File: src/sv/esne_pkg.sv
// ----------------------------------------------------------------------------
// esne_pkg
// Types and constants of the edge set neighbour enumerator.
// ----------------------------------------------------------------------------
`default_nettype none

package esne_pkg;

    localparam int NUM_OBJECTS = 5;
    localparam int REL_COUNT   = NUM_OBJECTS * (NUM_OBJECTS - 1) / 2;
    localparam int REL_W       = 10;
    localparam logic [REL_W-1:0] REL_MASK = REL_W'((1 << REL_COUNT) - 1);

    localparam int CFG_IDX_W  = 1;
    localparam int CFG_DATA_W = 1;
    localparam logic [CFG_IDX_W-1:0] CFG_REMOVE_ENABLE = 1'd0;
    localparam logic [CFG_IDX_W-1:0] CFG_SWAP_ENABLE   = 1'd1;

    typedef enum logic [1:0] {
        KIND_REMOVE = 2'd0,
        KIND_ADD    = 2'd1,
        KIND_SWAP   = 2'd2
    } t_kind;

    typedef enum logic [1:0] {
        ST_IDLE,
        ST_REMOVE,
        ST_ADD,
        ST_SWAP
    } t_state;

    typedef struct packed {
        logic  load;
        logic  emit;
        t_kind kind;
    } t_ctrl;

    typedef struct packed {
        logic rem_en;
        logic swap_en;
        logic cur_any;
        logic rem_any;
        logic rem_one;
        logic zrem_any;
        logic srem_any;
        logic srem_one;
        logic out_free;
    } t_stat;

endpackage

`default_nettype wire

File: src/sv/esne_datapath.sv
// ----------------------------------------------------------------------------
// esne_datapath
// Holds the edge set, the pending-bit masks, the config and the result register.
// ----------------------------------------------------------------------------
`default_nettype none

module esne_datapath (
    input  wire logic                              i_clk,
    input  wire logic                              i_rst_n,
    input  wire logic [esne_pkg::REL_W-1:0]        i_relation_bits,
    input  wire logic                              i_cfg_we,
    input  wire logic [esne_pkg::CFG_IDX_W-1:0]    i_cfg_index,
    input  wire logic [esne_pkg::CFG_DATA_W-1:0]   i_cfg_data,
    input  wire logic                              i_out_stall,
    input  wire esne_pkg::t_ctrl                   i_ctrl,
    output esne_pkg::t_stat                        o_stat,
    output logic                                   o_out_valid,
    output logic [esne_pkg::REL_W-1:0]             o_neighbour_bits,
    output esne_pkg::t_kind                        o_move_kind,
    output logic                                   o_last_of_run
);
    import esne_pkg::*;

    logic [REL_W-1:0] r_cur;
    logic [REL_W-1:0] r_rem;
    logic [REL_W-1:0] r_zrem;
    logic [REL_W-1:0] r_srem;
    logic [REL_W-1:0] r_zbit;
    logic             r_rem_en;
    logic             r_swap_en;
    logic             r_out_valid;
    logic [REL_W-1:0] r_out_bits;
    t_kind            r_out_kind;
    logic             r_out_last;

    logic [REL_W-1:0] cur_in;
    logic [REL_W-1:0] rem_low;
    logic [REL_W-1:0] zrem_low;
    logic [REL_W-1:0] srem_low;
    logic [REL_W-1:0] n_out_bits;
    logic             n_out_last;

    assign cur_in   = i_relation_bits & REL_MASK;
    assign rem_low  = r_rem & (~r_rem + 1'b1);
    assign zrem_low = r_zrem & (~r_zrem + 1'b1);
    assign srem_low = r_srem & (~r_srem + 1'b1);

    always_comb begin
        case (i_ctrl.kind)
            KIND_REMOVE: begin
                n_out_bits = r_cur & ~rem_low;
                n_out_last = ((r_rem & ~rem_low) == '0) && (r_zrem == '0);
            end
            KIND_ADD: begin
                n_out_bits = r_cur | zrem_low;
                n_out_last = !(r_swap_en && (r_cur != '0))
                             && ((r_zrem & ~zrem_low) == '0);
            end
            KIND_SWAP: begin
                n_out_bits = (r_cur | r_zbit) & ~srem_low;
                n_out_last = ((r_srem & ~srem_low) == '0) && (r_zrem == '0);
            end
            default: begin
                n_out_bits = '0;
                n_out_last = 1'b0;
            end
        endcase
    end

    always_ff @(posedge i_clk) begin
        if (!i_rst_n) begin
            r_rem_en    <= 1'b1;
            r_swap_en   <= 1'b1;
            r_out_valid <= 1'b0;
        end else begin
            if (i_cfg_we) begin
                case (i_cfg_index)
                    CFG_REMOVE_ENABLE: r_rem_en  <= i_cfg_data[0];
                    CFG_SWAP_ENABLE:   r_swap_en <= i_cfg_data[0];
                    default: ;
                endcase
            end
            if (i_ctrl.emit) begin
                r_out_valid <= 1'b1;
            end else if (!i_out_stall) begin
                r_out_valid <= 1'b0;
            end
        end
    end

    always_ff @(posedge i_clk) begin
        if (i_ctrl.load) begin
            r_cur  <= cur_in;
            r_rem  <= cur_in;
            r_zrem <= ~cur_in & REL_MASK;
        end
        if (i_ctrl.emit) begin
            r_out_bits <= n_out_bits;
            r_out_kind <= i_ctrl.kind;
            r_out_last <= n_out_last;
            case (i_ctrl.kind)
                KIND_REMOVE: r_rem <= r_rem & ~rem_low;
                KIND_ADD: begin
                    r_zrem <= r_zrem & ~zrem_low;
                    r_zbit <= zrem_low;
                    r_srem <= r_cur;
                end
                KIND_SWAP: r_srem <= r_srem & ~srem_low;
                default: ;
            endcase
        end
    end

    assign o_stat.rem_en   = r_rem_en;
    assign o_stat.swap_en  = r_swap_en;
    assign o_stat.cur_any  = (r_cur != '0);
    assign o_stat.rem_any  = (r_rem != '0);
    assign o_stat.rem_one  = (r_rem == rem_low);
    assign o_stat.zrem_any = (r_zrem != '0);
    assign o_stat.srem_any = (r_srem != '0);
    assign o_stat.srem_one = (r_srem == srem_low);
    assign o_stat.out_free = !r_out_valid || !i_out_stall;

    assign o_out_valid      = r_out_valid;
    assign o_neighbour_bits = r_out_bits;
    assign o_move_kind      = r_out_kind;
    assign o_last_of_run    = r_out_last;

endmodule

`default_nettype wire

File: src/sv/esne_ctrl.sv
// ----------------------------------------------------------------------------
// esne_ctrl
// Phase sequencer: removes, then each add followed by its swaps.
// ----------------------------------------------------------------------------
`default_nettype none

module esne_ctrl (
    input  wire logic            i_clk,
    input  wire logic            i_rst_n,
    input  wire logic            i_in_valid,
    output logic                 o_in_stall,
    input  wire esne_pkg::t_stat i_stat,
    output esne_pkg::t_ctrl      o_ctrl
);
    import esne_pkg::*;

    t_state r_state;
    t_state n_state;

    always_ff @(posedge i_clk) begin
        if (!i_rst_n) begin
            r_state <= ST_IDLE;
        end else begin
            r_state <= n_state;
        end
    end

    always_comb begin
        n_state     = r_state;
        o_ctrl.load = 1'b0;
        o_ctrl.emit = 1'b0;
        o_ctrl.kind = KIND_REMOVE;
        o_in_stall  = 1'b1;
        case (r_state)
            ST_IDLE: begin
                o_in_stall = 1'b0;
                if (i_in_valid) begin
                    o_ctrl.load = 1'b1;
                    n_state     = i_stat.rem_en ? ST_REMOVE : ST_ADD;
                end
            end
            ST_REMOVE: begin
                o_ctrl.kind = KIND_REMOVE;
                if (!i_stat.rem_any) begin
                    n_state = ST_ADD;
                end else if (i_stat.out_free) begin
                    o_ctrl.emit = 1'b1;
                    if (i_stat.rem_one) begin
                        n_state = ST_ADD;
                    end
                end
            end
            ST_ADD: begin
                o_ctrl.kind = KIND_ADD;
                if (!i_stat.zrem_any) begin
                    n_state = ST_IDLE;
                end else if (i_stat.out_free) begin
                    o_ctrl.emit = 1'b1;
                    if (i_stat.swap_en && i_stat.cur_any) begin
                        n_state = ST_SWAP;
                    end
                end
            end
            ST_SWAP: begin
                o_ctrl.kind = KIND_SWAP;
                if (!i_stat.srem_any) begin
                    n_state = ST_ADD;
                end else if (i_stat.out_free) begin
                    o_ctrl.emit = 1'b1;
                    if (i_stat.srem_one) begin
                        n_state = ST_ADD;
                    end
                end
            end
            default: begin
                n_state = ST_IDLE;
            end
        endcase
    end

endmodule

`default_nettype wire

File: src/sv/edge_set_neighbour_enumerator.sv
// ----------------------------------------------------------------------------
// edge_set_neighbour_enumerator
// Emits the remove, add and swap neighbours of a relation bit vector.
// ----------------------------------------------------------------------------
//  channel   direction  handshake              payload
//  in        input      i_in_valid/o_in_stall  i_relation_bits
//  out       output     o_out_valid/i_out_stall o_neighbour_bits, o_move_kind,
//                                              o_last_of_run
//  cfg       input      i_cfg_we               i_cfg_index, i_cfg_data
//
//  While the output register is free, the sequencer emits one result per
//  cycle into a single output register.
//  An item with no neighbours emits nothing.
//  Synchronous active-low reset; remove and swap are enabled after reset.
//  An output stall holds the sequencer; the next item is taken while the
//  last result of the previous one still waits in the output register.
// ----------------------------------------------------------------------------
`default_nettype none

module edge_set_neighbour_enumerator (
    input  wire logic                              i_clk,
    input  wire logic                              i_rst_n,
    input  wire logic                              i_in_valid,
    output logic                                   o_in_stall,
    input  wire logic [esne_pkg::REL_W-1:0]        i_relation_bits,
    output logic                                   o_out_valid,
    input  wire logic                              i_out_stall,
    output logic [esne_pkg::REL_W-1:0]             o_neighbour_bits,
    output logic [1:0]                             o_move_kind,
    output logic                                   o_last_of_run,
    input  wire logic                              i_cfg_we,
    input  wire logic [esne_pkg::CFG_IDX_W-1:0]    i_cfg_index,
    input  wire logic [esne_pkg::CFG_DATA_W-1:0]   i_cfg_data
);
    import esne_pkg::*;

    t_ctrl ctrl;
    t_stat stat;
    t_kind move_kind;

    esne_ctrl u_ctrl (
        .i_clk      (i_clk),
        .i_rst_n    (i_rst_n),
        .i_in_valid (i_in_valid),
        .o_in_stall (o_in_stall),
        .i_stat     (stat),
        .o_ctrl     (ctrl)
    );

    esne_datapath u_datapath (
        .i_clk            (i_clk),
        .i_rst_n          (i_rst_n),
        .i_relation_bits  (i_relation_bits),
        .i_cfg_we         (i_cfg_we),
        .i_cfg_index      (i_cfg_index),
        .i_cfg_data       (i_cfg_data),
        .i_out_stall      (i_out_stall),
        .i_ctrl           (ctrl),
        .o_stat           (stat),
        .o_out_valid      (o_out_valid),
        .o_neighbour_bits (o_neighbour_bits),
        .o_move_kind      (move_kind),
        .o_last_of_run    (o_last_of_run)
    );

    assign o_move_kind = move_kind;

endmodule

`default_nettype wire

File: config.mk
export PLATFORM = sky130hd
export DESIGN_NAME = edge_set_neighbour_enumerator
export DESIGN_NICKNAME = d
export VERILOG_FILES = /design/src/sv/esne_pkg.sv /design/src/sv/esne_datapath.sv /design/src/sv/esne_ctrl.sv /design/src/sv/edge_set_neighbour_enumerator.sv
export SDC_FILE = /design/constraint.sdc
export NUM_CORES = 1
export LEC_CHECK = 0
export BUFFER_PORTS_ARGS = -buffer_cell sky130_fd_sc_hd__clkbuf_2
export CORE_UTILIZATION = 47
export CTS_CLUSTER_DIAMETER = 100
export DETAILED_ROUTE_END_ITERATION = 10
export GPL_ROUTABILITY_DRIVEN = 0
export PLACE_DENSITY = 0.75
export SYNTH_ARGS = -nofsm -noshare
export SYNTH_HDL_FRONTEND = slang
export SYNTH_SLANG_ARGS = --single-unit
File: constraint.sdc
create_clock -name i_clk -period 2.5 [get_ports i_clk]
set_input_delay 0.125 -clock i_clk [delete_from_list [all_inputs] [get_ports i_clk]]
set_output_delay 0.125 -clock i_clk [all_outputs]
set_load 0.05 [all_outputs]
# --- After elaboration in Yosys (flattened, before gate mapping) ---
# Cells that the tools add are included.
classes:
  reduce_logical: 24
  bitwise_logic: 18
  muxes: 31
  eq_ne: 15
  n_addsub: 3
ops:
  columns: ["cell", "count"]
  rows:
  - ["$and 10x10->10", 8]
  - ["$not 10->10", 7]
  - ["$mux 10", 6]
  - ["$logic_not 10->1", 4]
  - ["$reduce_bool 10->1", 4]
  - ["$add 10x1->10 const B", 3]
  - ["$pmux 10 s3", 1]
  - ["$mux 2", 11]
  - ["$eq 10x10->1", 2]
  - ["$or 10x10->10", 2]
  - ["$pmux 10 s2", 1]
  - ["$ne 3x3->1 const B", 6]
  - ["$mux 1", 9]
  - ["$pmux 3 s3", 1]
  - ["$pmux 2 s4", 1]
  - ["$reduce_and 2->1", 4]
  - ["$reduce_and 7->1", 1]
  - ["$eq 2x2->1 const B", 3]
  - ["$eq 2x1->1 const B", 2]
  - ["$logic_and 1x1->1", 4]
  - ["$logic_not 2->1", 2]
  - ["$logic_not 1->1", 3]
  - ["$pmux 1 s3", 1]
  - ["$ne 2x1->1 const B", 1]
  - ["4 further kinds", 4]
totals:
  output_inout_bits: 15
  reg_bits: 68
  input_bits: 17

# --- Logic depth before layout (Yosys ltp) ---
depth:
  ltp_word: 8
  mapped_depth: 8

# --- Hierarchy ---
# From an unflattened synthesis, not the netlist that was laid out.
hier_totals:
  hier_cells: 354
  area_unflattened_um2: 3500.9
modules_own_cells:
  columns: ["mod", "n_inst", "seq_area_each_um2", "cells_each", "area_per_inst_um2"]
  rows:
  - ["esne_datapath", 1, 1751.7, 326, 3269.4]
  - ["esne_ctrl", 1, 40.0, 28, 231.5]

# --- Least setup slack after synthesis ---
# No wires, ideal clock.
synth_path:
  path_kind: "register to register"
  from: "reg u_datapath.r_zrem[0]"
  to: "reg u_datapath.r_out_last (netlist: u_datapath.o_last_of_run) (enable)"
  synth_period_minus_slack_ns: 2.068
  arrival_time_ns: 1.686
  t_required_ns: 2.118
  stages_incl_launch_ff: 8
  slack_ns: 0.432
  path_cell_list: "dfxtp_1 > buf_2 > nor3_2 > and3_1 > buf_2 > o21ai_0 > a21oi_1 > nor2_1"
synth_rtl:
  columns: ["item", "line_no", "source"]
  rows:
  - ["start, declared", "esne_datapath.sv:26", "logic [REL_W-1:0] r_zrem;"]
  - ["start signal, assigned", "esne_datapath.sv:95", "r_zrem <= ~cur_in & REL_MASK;"]
  - ["start signal, assigned", "esne_datapath.sv:104", "r_zrem <= r_zrem & ~zrem_low;"]
  - ["end signal, assigned", "esne_datapath.sv:100", "r_out_last <= n_out_last;"]
  - ["end, declared", "esne_datapath.sv:34", "logic r_out_last;"]

==> parameters.txt <==
Parameter                              Value

Clock network
  Clk pin slew, worst setup/hold paths ... 0.07 ns
  Bufs on Longest Clock Path ... 2
  H-tree depth ... 3
  Clock tree from TritonCTS ... yes
  Buffer cell driving the clock tree root ... sky130_fd_sc_hd__clkbuf_8
  CTS Buf Count ... 9
  Sinks on Clock Net ... 68
  Total setup buffers inserted after CTS ... 0
  Clock insertion delay at the later pin of the skew report ... 0.34 ns

Routing
  Vias/cell ... 5.90
  Routed wl met3 ... 540 um
  Pre-antenna DRT Iters ... 5
  Routed length per placed instance ... 16.2 um
  Iteration-0 DRC Markers ... 239
  Wire length on met1 ... 3.58 mm
  Remaining antenna violation count after routing ... 0
  Uppermost layer routed ... met4
  Total detailed-routing wirelength ... 8.22 mm
  Routed length on met2 ... 3.88 mm
  Count of unresolved DRC violations after routing ... 0
  Vias ... 2993

Synth
  Synth area leaders ... sky130_fd_sc_hd__edfxtp_1, sky130_fd_sc_hd__dfxtp_1, sky130_fd_sc_hd__o21ai_0
  Post-synth top area cell ... sky130_fd_sc_hd__edfxtp_1
  Area share of the largest cell type after synthesis ... 0.385
  Share of synthesized flip-flops with an asynchronous set or reset ... 0
  Synthesized Nets ... 365
  Post-synthesis instance total ... 348
  Main flop type after synthesis ... sky130_fd_sc_hd__edfxtp_1
  Mapped Avg Cell Area ... 9.64 um^2
  Number of synthesis warnings ... 0
  Commonest cells in the synthesized netlist ... sky130_fd_sc_hd__o21ai_0, sky130_fd_sc_hd__edfxtp_1, sky130_fd_sc_hd__nand2_1
  Most repeated cell in the gate-level netlist after synthesis ... sky130_fd_sc_hd__o21ai_0
  Synth Cell Area ... 3360 um^2
  Flop and latch count out of synthesis ... 68
  Number of enable-type register cells in the synthesized netlist ... 43
  Distinct cell type count after synthesis ... 51
  Sequential area share after synthesis ... 0.534

Critical path
  Worst setup SP type ... register
  Critical path's largest stage delay ... 0.52 ns
  Classification of the worst setup path ... reg2reg
  Arrival time worst endpoint ... 2.20 ns
  R2R depth ... 6
  Required time at the endpoint of the critical path ... 2.56 ns
  CP endpoint kind ... register
  Critical path fanouts, max ... 13
  Slowest CP cell ... sky130_fd_sc_hd__edfxtp_1
  FF-to-FF End ... u_datapath.o_neighbour_bits[6]
  Reg-to-reg slack, setup ... 0.36 ns
  Launch point of the worst reg-to-reg path ... u_datapath.r_srem[1]
  Critical-path cell list ... nor3_4, nand4b_1, o31ai_1, o21ai_0, a21oi_1, nor2_2

Layout
  Antenna cells ... 0
  Synthesis-to-layout area growth ... 18.8%
  Area occupied by registers ... 1790 um^2
  Fraction of final layout cells with drive strength greater than 1 ... 0.187
  # nets final ... 423
  Area of combinational cells with multiple inputs ... 1450 um^2
  Fill cell total of the finished layout ... 622

STA
  Fin crit share ... 0.855
  Max Clk Rate ... 468 MHz
  Final setup fails ... 0
  Number of hold violations in the final report ... 0
  Unrepaired setup endpoints after global routing ... no
  Slew Limit Headroom ... 0.499
  Final TNS setup ... 0 ns
  Worst Max-Slew Pin Slew ... 0.750 ns
  Fin crit period ... 2.14 ns
  Worst clock skew on the final layout ... 0.00803 ns
  Final count of pins violating max slew ... 0

Floorplanning
  Number of ports placed on the die boundary ... 32
  Core region area ... 6830 um^2
  DIE HEIGHT ... 86.5 um
  DIE WIDTH ... 86.5 um
  Count of standard-cell rows ... 30
  DIE AREA ... 7480 um^2
  Effective utilization at floorplan ... 0.491

Global route
  Aggregate global routing overflow ... 0
  Vias in the first global route ... 2639
  All-layer global routing usage ... 0.235
  Global-route wire length before repair ... 13.2 mm
  Pin count of the biggest net entering global routing ... 15
  Initial antenna violation count ... 0

Pwr
  Portion of total power attributed to combinational logic ... 0.454
  Pwr per Cell Area ... 1330 nW/um^2
  P_sw ... 2.38 mW
  Sw frac ... 0.451
  Leakage power of the design ... 1.51 nW
  Internal power consumption ... 2.90 mW
  Sequential fraction of design power ... 0.405
  Total chip power ... 5.28 mW
  Worst vdd ir ... 0.713 mV
  Part of the power in the clock network ... 0.142

Hold path
  Worst min path class ... in2reg
  Beginning of the worst hold path ... i_rst_n
  End point of the most critical hold path ... u_datapath.r_rem_en
  Worst hold stages ... 2

Outcome
  Run status ... completed

Job
  Max-cap check violation count ... 0

Placed design
  Port Buffer Count ... 31
  Sum of net half-perimeters after detailed placement ... 6.15 mm
==> through the flow <==
stage	cells	hold slack, ns	utilization	cell area [um^2]	worst slack [ns]
5_1_grt	507	0.0173	0.583	3990	0.202
4_1_cts	507	0.00390	0.583	3980	0.117
3_3_place_gp	481	0.320	0.546	3730	0.235
3_5_place_dp	481	0.322	0.546	3730	0.129
6_report	507	0.0165	0.583	3990	0.362
2_1_floorplan	348	0.187	-	3360	0.432
==> sequential cells by signal, indices dropped and copies added, names as in the netlist <==
name and flops:
u_ctrl.r_state 2, u_datapath.o_last_of_run 1, u_datapath.o_move_kind 2, u_datapath.o_neighbour_bits 10, u_datapath.o_out_valid 1, u_datapath.r_cur 10
u_datapath.r_rem 10, u_datapath.r_rem_en 1, u_datapath.r_srem 10, u_datapath.r_swap_en 1, u_datapath.r_zbit 10, u_datapath.r_zrem 10
==> layer usage <==
metal	up-vias	global-route usage
met4	0	0.156
met5	-	0
met1	1398	0.311
met2	139	0.358
li1	1435	-
met3	21	0.0381
==> worst max-delay path, delay by kind of cell (launching register included) <==
kind,cells,cell delay [ns]
simple gates,3,0.71
compound gates,3,0.62
flops,1,0.52
==> power groups by stage <==
stage | clock [mW] | sequential, mW | combinational [mW]
after global routing | 0.805 | 2.19 | 2.60
after CTS | 0.760 | 2.13 | 2.38
after floorplan | 0 | 2.48 | 1.30
final | 0.748 | 2.14 | 2.40
after detailed placement | 0 | 2.15 | 2.36
after global placement | 0 | 2.13 | 2.32
==> kinds of logic (layout without fill, tap and decap cells) <==
group | Yosys count | after routing | share of synthesized area
AND/OR/NAND/NOR | 123 | 123 | 0.183
multiplexers | 1 | 1 | 0.00298
AO/OA/AOI/OAI | 124 | 124 | 0.237
flip-flops | 68 | 68 | 0.534
buffers and inverters | 29 | 92 | 0.0336
adder cells (fa/ha/maj) | 3 | 3 | 0.00932
==> cell usage in the layout, fill, tap and decap left out, drive strengths merged, types with 6 or more instances in the layout <==
cell	count
a211oi	6
a21oi	21
a22o	10
a31oi	9
buf	21
clkbuf	44
dfxtp	25
dlygate4sd3	10
edfxtp	43
inv	14
nand2	43
nor2	32
nor3	15
nor4	10
o21ai	48
==> how the worst max path moves through the flow <==
| stage | start | to | slack [ns] | cells after the start |
|---|---|---|---|---|
| 4_1_cts | u_datapath.r_srem[1] | u_datapath.o_neighbour_bits[4] | 0.12 | 6 |
| 2_1_floorplan | u_datapath.r_zrem[0] | u_datapath.o_last_of_run | 0.43 | 7 |
| 3_5_place_dp | u_datapath.r_srem[1] | u_datapath.o_neighbour_bits[0] | 0.13 | 6 |
| 3_3_place_gp | u_datapath.r_srem[1] | u_datapath.o_neighbour_bits[0] | 0.24 | 6 |
| 6_report | u_datapath.r_srem[1] | u_datapath.o_neighbour_bits[6] | 0.36 | 6 |
| 5_1_grt | u_datapath.r_srem[1] | u_datapath.o_neighbour_bits[4] | 0.20 | 6 |
==> repair_timing <==
item	in CTS	in global routing
hold buffers	10	0
endpoints found under the setup margin	0	13
endpoints found under the hold margin	10	0
resized for setup	0	1
==> final cells by class <==
| type | instances | area share |
|---|---|---|
| well taps | 96 | 0.0301 |
| inverters | 14 | 0.0132 |
| clock buffers | 13 | 0.0349 |
| multi-input cells | 251 | 0.365 |
| repair buffers | 62 | 0.104 |
| flip-flops and latches | 68 | 0.450 |
| clock inverters | 3 | 0.00377 |
Note: power is estimated with default switching activity, not from simulation.
